## src/rtl/core/wgb_pkg.sv

```systemverilog
// Shared types, constants and codes for the write gather burst pipe.
package wgb_pkg;

  localparam int GATHER_BYTES_DEF = 32;
  localparam int BEAT_BYTES       = 8;
  localparam int MAX_STORE        = 4;
  localparam int QUEUE_DEPTH      = 2;

  localparam int REG_W      = 32;
  localparam int RAM_W      = 30;
  localparam int PHYS_W     = 29;
  localparam int SIZE_W     = 4;
  localparam int BEAT_IDX_W = 2;
  localparam int CFG_IDX_W  = 2;
  // range check needs room for phys address plus a full stage
  localparam int RNG_W      = 31;

  // command codes
  localparam logic CMD_STORE = 1'b0;
  localparam logic CMD_DROP  = 1'b1;

  // register indexes
  localparam logic [CFG_IDX_W-1:0] REG_FIFO_BASE   = 2'd0;
  localparam logic [CFG_IDX_W-1:0] REG_FIFO_END    = 2'd1;
  localparam logic [CFG_IDX_W-1:0] REG_WRITE_START = 2'd2;
  localparam logic [CFG_IDX_W-1:0] REG_RAM_BYTES   = 2'd3;

  typedef struct packed {
    logic [PHYS_W-1:0] addr;
    logic              in_range;
  } burst_meta_t;

endpackage

```

## src/rtl/core/wgb_front.sv

```systemverilog
// Front end: config registers, byte gather stage, write pointer and burst request.
module wgb_front import wgb_pkg::*; #(
  parameter int GATHER_BYTES = GATHER_BYTES_DEF
) (
  input  logic                     clk,
  input  logic                     rst,
  input  logic                     cfg_we,
  input  logic [CFG_IDX_W-1:0]     cfg_index,
  input  logic [REG_W-1:0]         cfg_data,
  input  logic                     in_fire,
  input  logic                     cmd,
  input  logic [REG_W-1:0]         store_value,
  input  logic [SIZE_W-1:0]        store_size,
  output logic                     burst_push,
  output logic [GATHER_BYTES*8-1:0] burst_data,
  output burst_meta_t              burst_meta
);

  localparam int CW = $clog2(GATHER_BYTES);
  localparam int SW = CW + 1;
  localparam logic [SW-1:0] G_S = SW'(GATHER_BYTES);

  logic [REG_W-1:0] fifo_base;
  logic [REG_W-1:0] fifo_end;
  logic [RAM_W-1:0] ram_bytes;
  logic [REG_W-1:0] wp;
  logic [CW-1:0]    staged_count;
  logic [7:0]       stage [GATHER_BYTES];

  logic [2:0]       size_c;
  logic             is_store;
  logic             bval  [MAX_STORE];
  logic [7:0]       bbyte [MAX_STORE];
  logic [1:0]       bsh   [MAX_STORE];
  logic [SW-1:0]    bpos  [MAX_STORE];
  logic             bwrap [MAX_STORE];
  logic [CW-1:0]    bidx  [MAX_STORE];
  logic [SW-1:0]    total;
  logic             fill;
  logic [CW-1:0]    staged_count_next;
  logic [7:0]       fill_stage [GATHER_BYTES];
  logic [7:0]       stage_next [GATHER_BYTES];
  logic [REG_W-1:0] wp_next;

  always_comb begin
    size_c = (store_size > SIZE_W'(MAX_STORE)) ? 3'(MAX_STORE) : store_size[2:0];
    is_store = in_fire && (cmd == CMD_STORE);
    for (int i = 0; i < MAX_STORE; i++) begin
      // appended bytes come out big-endian from the low size_c bytes
      bsh[i]   = 2'(size_c - 3'd1 - 3'(i));
      bbyte[i] = 8'(store_value >> {bsh[i], 3'b000});
      bval[i]  = is_store && (3'(i) < size_c);
      bpos[i]  = SW'(staged_count) + SW'(i);
      bwrap[i] = bpos[i] >= G_S;
      bidx[i]  = bwrap[i] ? CW'(bpos[i] - G_S) : CW'(bpos[i]);
    end
    total = SW'(staged_count) + SW'(size_c);
    fill  = is_store && (total >= G_S);
    staged_count_next = fill ? CW'(total - G_S) : CW'(total);
  end

  // burst snapshot takes only bytes landing before the wrap
  always_comb begin
    for (int k = 0; k < GATHER_BYTES; k++) begin
      fill_stage[k] = stage[k];
      for (int i = 0; i < MAX_STORE; i++) begin
        if (bval[i] && !bwrap[i] && (bidx[i] == CW'(k))) begin
          fill_stage[k] = bbyte[i];
        end
      end
      stage_next[k] = fill_stage[k];
      for (int i = 0; i < MAX_STORE; i++) begin
        if (bval[i] && bwrap[i] && (bidx[i] == CW'(k))) begin
          stage_next[k] = bbyte[i];
        end
      end
      burst_data[8*(GATHER_BYTES-1-k) +: 8] = fill_stage[k];
    end
  end

  assign burst_push          = fill;
  assign burst_meta.addr     = wp[PHYS_W-1:0];
  assign burst_meta.in_range =
    (RNG_W'(wp[PHYS_W-1:0]) + RNG_W'(GATHER_BYTES)) <= RNG_W'(ram_bytes);
  assign wp_next = (wp == fifo_end) ? fifo_base : wp + REG_W'(GATHER_BYTES);

  always_ff @(posedge clk) begin
    if (rst) begin
      fifo_base    <= '0;
      fifo_end     <= '0;
      ram_bytes    <= '0;
      wp           <= '0;
      staged_count <= '0;
    end else begin
      if (cfg_we) begin
        case (cfg_index)
          REG_FIFO_BASE:   fifo_base <= cfg_data;
          REG_FIFO_END:    fifo_end  <= cfg_data;
          REG_WRITE_START: wp        <= cfg_data;
          REG_RAM_BYTES:   ram_bytes <= cfg_data[RAM_W-1:0];
          default: ;
        endcase
      end
      if (in_fire) begin
        if (cmd == CMD_DROP) begin
          staged_count <= '0;
        end else begin
          staged_count <= staged_count_next;
        end
      end
      if (fill) begin
        wp <= wp_next;
      end
    end
  end

  always_ff @(posedge clk) begin
    if (is_store) begin
      stage <= stage_next;
    end
  end

  a_drop_clears: assert property (@(posedge clk) disable iff (rst)
    (in_fire && (cmd == CMD_DROP)) |=> (staged_count == '0))
    else $error("drop did not clear staged count");

  a_ptr_advance: assert property (@(posedge clk) disable iff (rst)
    fill |=> (wp == $past(wp_next)))
    else $error("write pointer did not advance after burst");

endmodule

```

## src/rtl/core/wgb_queue.sv

```systemverilog
// Short burst queue between the gather front end and the beat sequencer.
module wgb_queue import wgb_pkg::*; #(
  parameter int W     = 8,
  parameter int DEPTH = QUEUE_DEPTH
) (
  input  logic         clk,
  input  logic         rst,
  input  logic         push,
  input  logic [W-1:0] push_data,
  input  logic         pop,
  output logic [W-1:0] head,
  output logic         nonempty,
  output logic         full
);

  localparam int PW    = (DEPTH > 1) ? $clog2(DEPTH) : 1;
  localparam int CNT_W = $clog2(DEPTH + 1);

  logic [W-1:0]     mem [DEPTH];
  logic [PW-1:0]    wr_ptr;
  logic [PW-1:0]    rd_ptr;
  logic [CNT_W-1:0] count;

  assign full     = (count == CNT_W'(DEPTH));
  assign nonempty = (count != '0);
  assign head     = mem[rd_ptr];

  always_ff @(posedge clk) begin
    if (rst) begin
      wr_ptr <= '0;
      rd_ptr <= '0;
      count  <= '0;
    end else begin
      if (push) begin
        wr_ptr <= (wr_ptr == PW'(DEPTH - 1)) ? '0 : wr_ptr + PW'(1);
      end
      if (pop) begin
        rd_ptr <= (rd_ptr == PW'(DEPTH - 1)) ? '0 : rd_ptr + PW'(1);
      end
      case ({push, pop})
        2'b10:   count <= count + CNT_W'(1);
        2'b01:   count <= count - CNT_W'(1);
        default: count <= count;
      endcase
    end
  end

  always_ff @(posedge clk) begin
    if (push) begin
      mem[wr_ptr] <= push_data;
    end
  end

  a_no_overflow: assert property (@(posedge clk) disable iff (rst)
    !(push && full && !pop))
    else $error("burst queue overflow");

  a_count_bound: assert property (@(posedge clk) disable iff (rst)
    count <= CNT_W'(DEPTH))
    else $error("burst queue count out of bounds");

endmodule

```

## src/rtl/core/wgb_back.sv

```systemverilog
// Back end: walks the head burst beat by beat into the output register.
module wgb_back import wgb_pkg::*; #(
  parameter int GATHER_BYTES = GATHER_BYTES_DEF
) (
  input  logic                      clk,
  input  logic                      rst,
  input  logic [GATHER_BYTES*8-1:0] q_data,
  input  burst_meta_t               q_meta,
  input  logic                      q_valid,
  output logic                      q_pop,
  input  logic                      pop,
  output logic                      empty,
  output logic [BEAT_BYTES*8-1:0]   beat_data,
  output logic [BEAT_IDX_W-1:0]     beat_index,
  output logic [PHYS_W-1:0]         burst_address,
  output logic                      in_range,
  output logic                      last_beat
);

  localparam int NBEATS = GATHER_BYTES / BEAT_BYTES;
  localparam int BW     = (NBEATS > 1) ? $clog2(NBEATS) : 1;
  localparam int BEAT_W = BEAT_BYTES * 8;

  logic [BEAT_W-1:0] beat_arr [NBEATS];
  logic [BW-1:0]     beat_cnt;
  logic              out_valid;
  logic              cnt_last;
  logic              load;

  always_comb begin
    for (int b = 0; b < NBEATS; b++) begin
      beat_arr[b] = q_data[GATHER_BYTES*8-1-BEAT_W*b -: BEAT_W];
    end
  end

  assign cnt_last = (beat_cnt == BW'(NBEATS - 1));
  assign load     = q_valid && (!out_valid || pop);
  assign q_pop    = load && cnt_last;
  assign empty    = !out_valid;

  always_ff @(posedge clk) begin
    if (rst) begin
      out_valid <= 1'b0;
      beat_cnt  <= '0;
    end else begin
      if (load) begin
        out_valid <= 1'b1;
        beat_cnt  <= cnt_last ? '0 : beat_cnt + BW'(1);
      end else if (pop) begin
        out_valid <= 1'b0;
      end
    end
  end

  always_ff @(posedge clk) begin
    if (load) begin
      beat_data     <= beat_arr[beat_cnt];
      beat_index    <= BEAT_IDX_W'(beat_cnt);
      burst_address <= q_meta.addr;
      in_range      <= q_meta.in_range;
      last_beat     <= cnt_last;
    end
  end

  a_pop_on_last: assert property (@(posedge clk) disable iff (rst)
    q_pop |=> (beat_cnt == '0) && out_valid && last_beat)
    else $error("burst released before its final beat");

endmodule

```

## src/rtl/core/write_gather_burst_pipe_core.sv

```systemverilog
// Flow: a store that fills the stage is pushed into the burst queue, then loaded into the beat
// register and put on the result ports; that load waits while an unpopped beat is held there.
// Beats then leave one per cycle while pop is held; a burst of GATHER_BYTES/8 beats drains
// from a 2-entry queue. Commands are taken one per cycle while full is low; push stalls (full)
// only while the burst queue is full, which the beat sequencer drains as each final beat loads.
// Reset (rst, synchronous): registers, write pointer and staged count clear; stage bytes do not.
module write_gather_burst_pipe_core import wgb_pkg::*; #(
  parameter int GATHER_BYTES = GATHER_BYTES_DEF
) (
  input  logic                    clk,
  input  logic                    rst,
  input  logic                    cfg_we,
  input  logic [CFG_IDX_W-1:0]    cfg_index,
  input  logic [REG_W-1:0]        cfg_data,
  input  logic                    push,
  output logic                    full,
  input  logic                    cmd,
  input  logic [REG_W-1:0]        store_value,
  input  logic [SIZE_W-1:0]       store_size,
  output logic                    empty,
  input  logic                    pop,
  output logic [BEAT_BYTES*8-1:0] beat_data,
  output logic [BEAT_IDX_W-1:0]   beat_index,
  output logic [PHYS_W-1:0]       burst_address,
  output logic                    in_range,
  output logic                    last_beat
);

  localparam int DW = GATHER_BYTES * 8;
  localparam int QW = DW + $bits(burst_meta_t);

  logic              in_fire;
  logic              burst_push;
  logic [DW-1:0]     burst_data;
  burst_meta_t       burst_meta;
  logic [QW-1:0]     q_head;
  logic              q_valid;
  logic              q_pop;
  logic [DW-1:0]     q_data;
  burst_meta_t       q_meta;

  assign in_fire = push && !full;
  assign q_data  = q_head[QW-1 -: DW];
  assign q_meta  = q_head[$bits(burst_meta_t)-1:0];

  wgb_front #(.GATHER_BYTES(GATHER_BYTES)) u_front (
    .clk         (clk),
    .rst         (rst),
    .cfg_we      (cfg_we),
    .cfg_index   (cfg_index),
    .cfg_data    (cfg_data),
    .in_fire     (in_fire),
    .cmd         (cmd),
    .store_value (store_value),
    .store_size  (store_size),
    .burst_push  (burst_push),
    .burst_data  (burst_data),
    .burst_meta  (burst_meta)
  );

  wgb_queue #(.W(QW), .DEPTH(QUEUE_DEPTH)) u_queue (
    .clk       (clk),
    .rst       (rst),
    .push      (burst_push),
    .push_data ({burst_data, burst_meta}),
    .pop       (q_pop),
    .head      (q_head),
    .nonempty  (q_valid),
    .full      (full)
  );

  wgb_back #(.GATHER_BYTES(GATHER_BYTES)) u_back (
    .clk           (clk),
    .rst           (rst),
    .q_data        (q_data),
    .q_meta        (q_meta),
    .q_valid       (q_valid),
    .q_pop         (q_pop),
    .pop           (pop),
    .empty         (empty),
    .beat_data     (beat_data),
    .beat_index    (beat_index),
    .burst_address (burst_address),
    .in_range      (in_range),
    .last_beat     (last_beat)
  );

endmodule
```

## config.mk

```make
export PLATFORM = sky130hd
export DESIGN_NAME = write_gather_burst_pipe_core
export DESIGN_NICKNAME = d
export VERILOG_FILES = /design/src/rtl/core/wgb_pkg.sv /design/src/rtl/core/wgb_front.sv /design/src/rtl/core/wgb_queue.sv /design/src/rtl/core/wgb_back.sv /design/src/rtl/core/write_gather_burst_pipe_core.sv
export SDC_FILE = /design/constraint.sdc
export NUM_CORES = 2
export LEC_CHECK = 0
export ABC_AREA = 1
export CORE_UTILIZATION = 37
export DETAILED_ROUTE_END_ITERATION = 10
export DONT_BUFFER_PORTS = 1
export SLEW_MARGIN = 20
export SYNTH_ARGS = -nofsm -noshare
export SYNTH_HDL_FRONTEND = slang
export SYNTH_HIERARCHICAL = 1
export SYNTH_SLANG_ARGS = --single-unit
```

## constraint.sdc

```tcl
create_clock -name clk -period 52.7 [get_ports clk]
set_input_delay 10.54 -clock clk [delete_from_list [all_inputs] [get_ports clk]]
set_output_delay 10.54 -clock clk [all_outputs]
set_load 0.01 [all_outputs]
```

==> qor.yml <==
clocking:
  cts_buffers: 118
  hold_buffers: 0
  cts_tree: "yes"
  cts_buffer_depth: 3
  cts-root-buf: "clkbuf_16"
  cts_resized: 0
  clk_pin_slew_worst_paths_ns: 0.06
  clk_latency_ns: 0.80
  cts_setup_buffers: 0
  clock_sinks: 1064
  htreeDepth: 3
synth:
  mappedNetlistArea_sq_mm: 0.0593
  yosys.area.top_type_share_pct: 46.8
  synth.area.top_cells: "edfxtp_1 (47%), nand2_1 (8.3%), mux2_4 (6.1%)"
  ys_seq_elements: 1064
  synthCells: 6367
  ys_types: 57
  ys_seq_area_share_pct: 51.5
  synthMostInstantiatedCell: "nand2_1"
  avgSynthCellArea_sq_um: 9.32
  ys_warn_count: 6
  synth_nets: 6484
  async_flop_share_pct: 0
  ys_top_cells_by_count: "nand2_1 (1310), edfxtp_1 (925), nor2_1 (585), o21ai_0 (577), a21oi_1 (554)"
  synth_edf_count: 925
  synth_top_area_cell: "edfxtp_1"
  synth_ff_type: "edfxtp_1"
setup_path:
  regToRegStartpoint: "u_queue/count[0]"
  slowest_stage: "buf_4"
  endpoint: "u_queue/mem[1][66]"
  path_cells: "nor2_2 > nand2_2 > inv_1 > ha_1 > a21oi_1 > nor2_1 > nor2_1 > nor2_1 > inv_1 > nor2_1 > buf_4 > nand2_1 > inv_8 > buf_4 > buf_4"
  r2r_slack_ns: 47.13
  cp-end-kind: "register"
  crit_path_frequent_cell: "nor2_1"
  max_stage_delay_ns: 0.88
  rr_worst_depth: 13
  cp.required_ns: 53.04
  critPathLaunchType: "input pin"
  rr_endpoint: "u_queue/mem[1][66]"
  crit_type: "in2reg"
  arrival_ns: 16.46
  cp-startpoint: "store_size[3]"
  crit_fanout: 103
sta:
  period_share_pct: 30.6
  slew-limit-headroom_pct: 11.1
  max_freq_mhz: 62.0
  hold_viol: 0
  tightest_slew_ns: 1.33
  rsz0062_at_grt: "false"
  finalMaxSlewViolations: 0
  setup_viol: 0
  final.setup.tns_ns: 0
  finalWorstSetupSlack_ns: 36.57
  min_period_ns: 16.13
  skew_ns: 0.0837
power:
  power_leakage_uw: 0.0241
  ir_drop_mv: 0.0353
  p_per_area_mw_per_mm2: 30.6
drt:
  vias: 48900
  wl_per_cell_um: 25.7
  vias_per_cell: 5.87
  drt_iter0_drc: 6768
  ant_nets: 0
  drc_errors: 0
  drt-total-wl_mm: 214
  dr.pass1.iters: 9
floorplanning:
  start_util_pct: 37.4
  boundaryPins: 175
  die_area_sq_mm: 0.162
  dieHeight_um: 402
  row_count: 146
  fp.coreArea_sq_mm: 0.159
  die_w_um: 402
min_path:
  hp-class: "reg2reg"
grt:
  grt_usage_pct: 25.5
  grt_pass1_wl_mm: 306
  antenna_found_initial: 11
  grt_pass1_vias: 44700
  grt-ovfl-total: 0
  grt_max_degree: 146
layout:
  final_cells: 8330
  areaGrowthSynthToFinish_pct: 8.70
  drive_above_1_share_pct: 12.2
  nets: 6272
place:
  dpl_worst_slack_ns: 35.90
  post-dp-hpwl_mm: 129
  io_buffers: 0
  dpl.cell_count: 8105
  place.gp.congestion: 0.975
run_status:
  status: "complete, no violations"
run:
  drv_cap: 0
[cell type report]
type	instances	area [sq um]
antenna	9	22.5
clock buffer	139	3030
clock inverter	75	948
fill	15500	94200
inverter	466	1770
multi-input combinational	4412	24900
sequential	1064	30600
tap	2072	2590
timing repair buffer	93	718
[cell usage in the layout (no fill, tap or decap), types with 9 or more instances in the layout]
cell       netlist  routed
mux2_2          46      46
nor3_2          10       9
clkinv_1         5      25
nor2_1         585     581
xnor2_1         33      33
nand3_1        259     257
clkbuf_16        0     118
o21ai_2         42      37
o21ai_1         22      27
o21ai_0        577     569
inv_1          441     432
nand2_1       1310    1300
clkinv_2         0      19
nor3_1          18      17
ha_1            40      40
a21boi_0        18      18
nor4_1          11      11
clkbuf_1       208      21
o211ai_1       199     199
o21ai_4          1       9
a22oi_1         96      96
mux2_4         240     240
a21oi_1        554     554
dfxtp_1        139     136
a31oi_1        128     128
nor3_4          15      17
o22ai_1         54      54
inv_2           17      22
nand4_1         27      27
edfxtp_1       925     925
diode_2          0       9
buf_4           42      90
xor2_1          16      16
nor2_2          62      65
nand2_2          7      16
bufinv_16        0      15
[metal layers]
metal,part of all wire [%],GRT usage [%],wire length [um],vias up
li1,-,-,-,21900
met1,40,34.5,84900,23300
met2,43,38.1,92300,3059
met3,13,7.15,27100,610
met4,4.6,10.9,9940,14
met5,0.055,0,118,-
[worst max-delay path: cells and delay by family]
kind | cells | cell delay [ns]
buffers and inverters | 6 | 3.10
adder cells (fa/ha/maj) | 1 | 0.27
AO/OA/AOI/OAI | 1 | 0.07
AND/OR/NAND/NOR | 7 | 2.11
[stage by stage]
stage	instance area, sq um	hold WS, ns	utilization (%)	power (uW)
final	64500	0.444	40.6	1970
after global routing	64500	0.465	40.6	2020
after global placement	60400	0.434	38.1	1120
after floorplan	59300	0.420	-	1040
after detailed placement	60400	0.436	38.1	1120
after CTS	64400	0.445	40.6	1980
[worst min path at each step]
stage               slack, ns  depth (start not counted)             startpoint                    end
CTS                      0.45                          2  u_front/fifo_base[28]  u_front/fifo_base[28]
detailed placement       0.44                          2  u_front/fifo_base[28]  u_front/fifo_base[28]
floorplan                0.42                          2  u_front/fifo_base[28]  u_front/fifo_base[28]
finish                   0.44                          2  u_front/fifo_base[28]  u_front/fifo_base[28]
global route             0.46                          2   u_front/fifo_base[2]   u_front/fifo_base[2]
global placement         0.43                          2  u_front/fifo_base[21]  u_front/fifo_base[21]
[cells by family (layout without fill, tap and decap cells)]
kind of cell / Yosys count / after routing / share of synthesized area [%]
AOI/OAI and AO/OA: 1709 / 1709 / 16.5
xor gates and xnor gates: 50 / 50 / 0.770
adders and majority gates: 41 / 41 / 0.877
buffers and inverters: 891 / 773 / 6.89
DFF: 1064 / 1064 / 51.5
muxes: 286 / 286 / 6.95
other: 0 / 9 / 0
and+or+nand+nor: 2326 / 2326 / 16.5
[power by group]
part           internal, uW  switching [uW]
logic                  33.4             147
clock network           489             370
registers               927            7.19
total                  1450             524
[flip-flops by register name, summed over array words and instances (netlist names), named ones only]
| signal | count |
|---|---|
| u_back/beat_cnt | 2 |
| u_back/out_valid | 1 |
| u_front/ram_bytes | 30 |
| u_front/wp | 32 |
| u_front/fifo_base | 32 |
| u_front/fifo_end | 32 |
| u_back/burst_address | 29 |
| u_back/beat_data | 64 |
| u_back/last_beat | 1 |
| u_queue/rd_ptr | 1 |
| u_queue/wr_ptr | 1 |
| u_back/in_range | 1 |
| u_front/stage | 256 |
| u_front/staged_count | 5 |
| u_queue/count | 2 |
| u_back/beat_index | 2 |
| u_queue/mem | 572 |
Power figures use the tool's default switching activity.
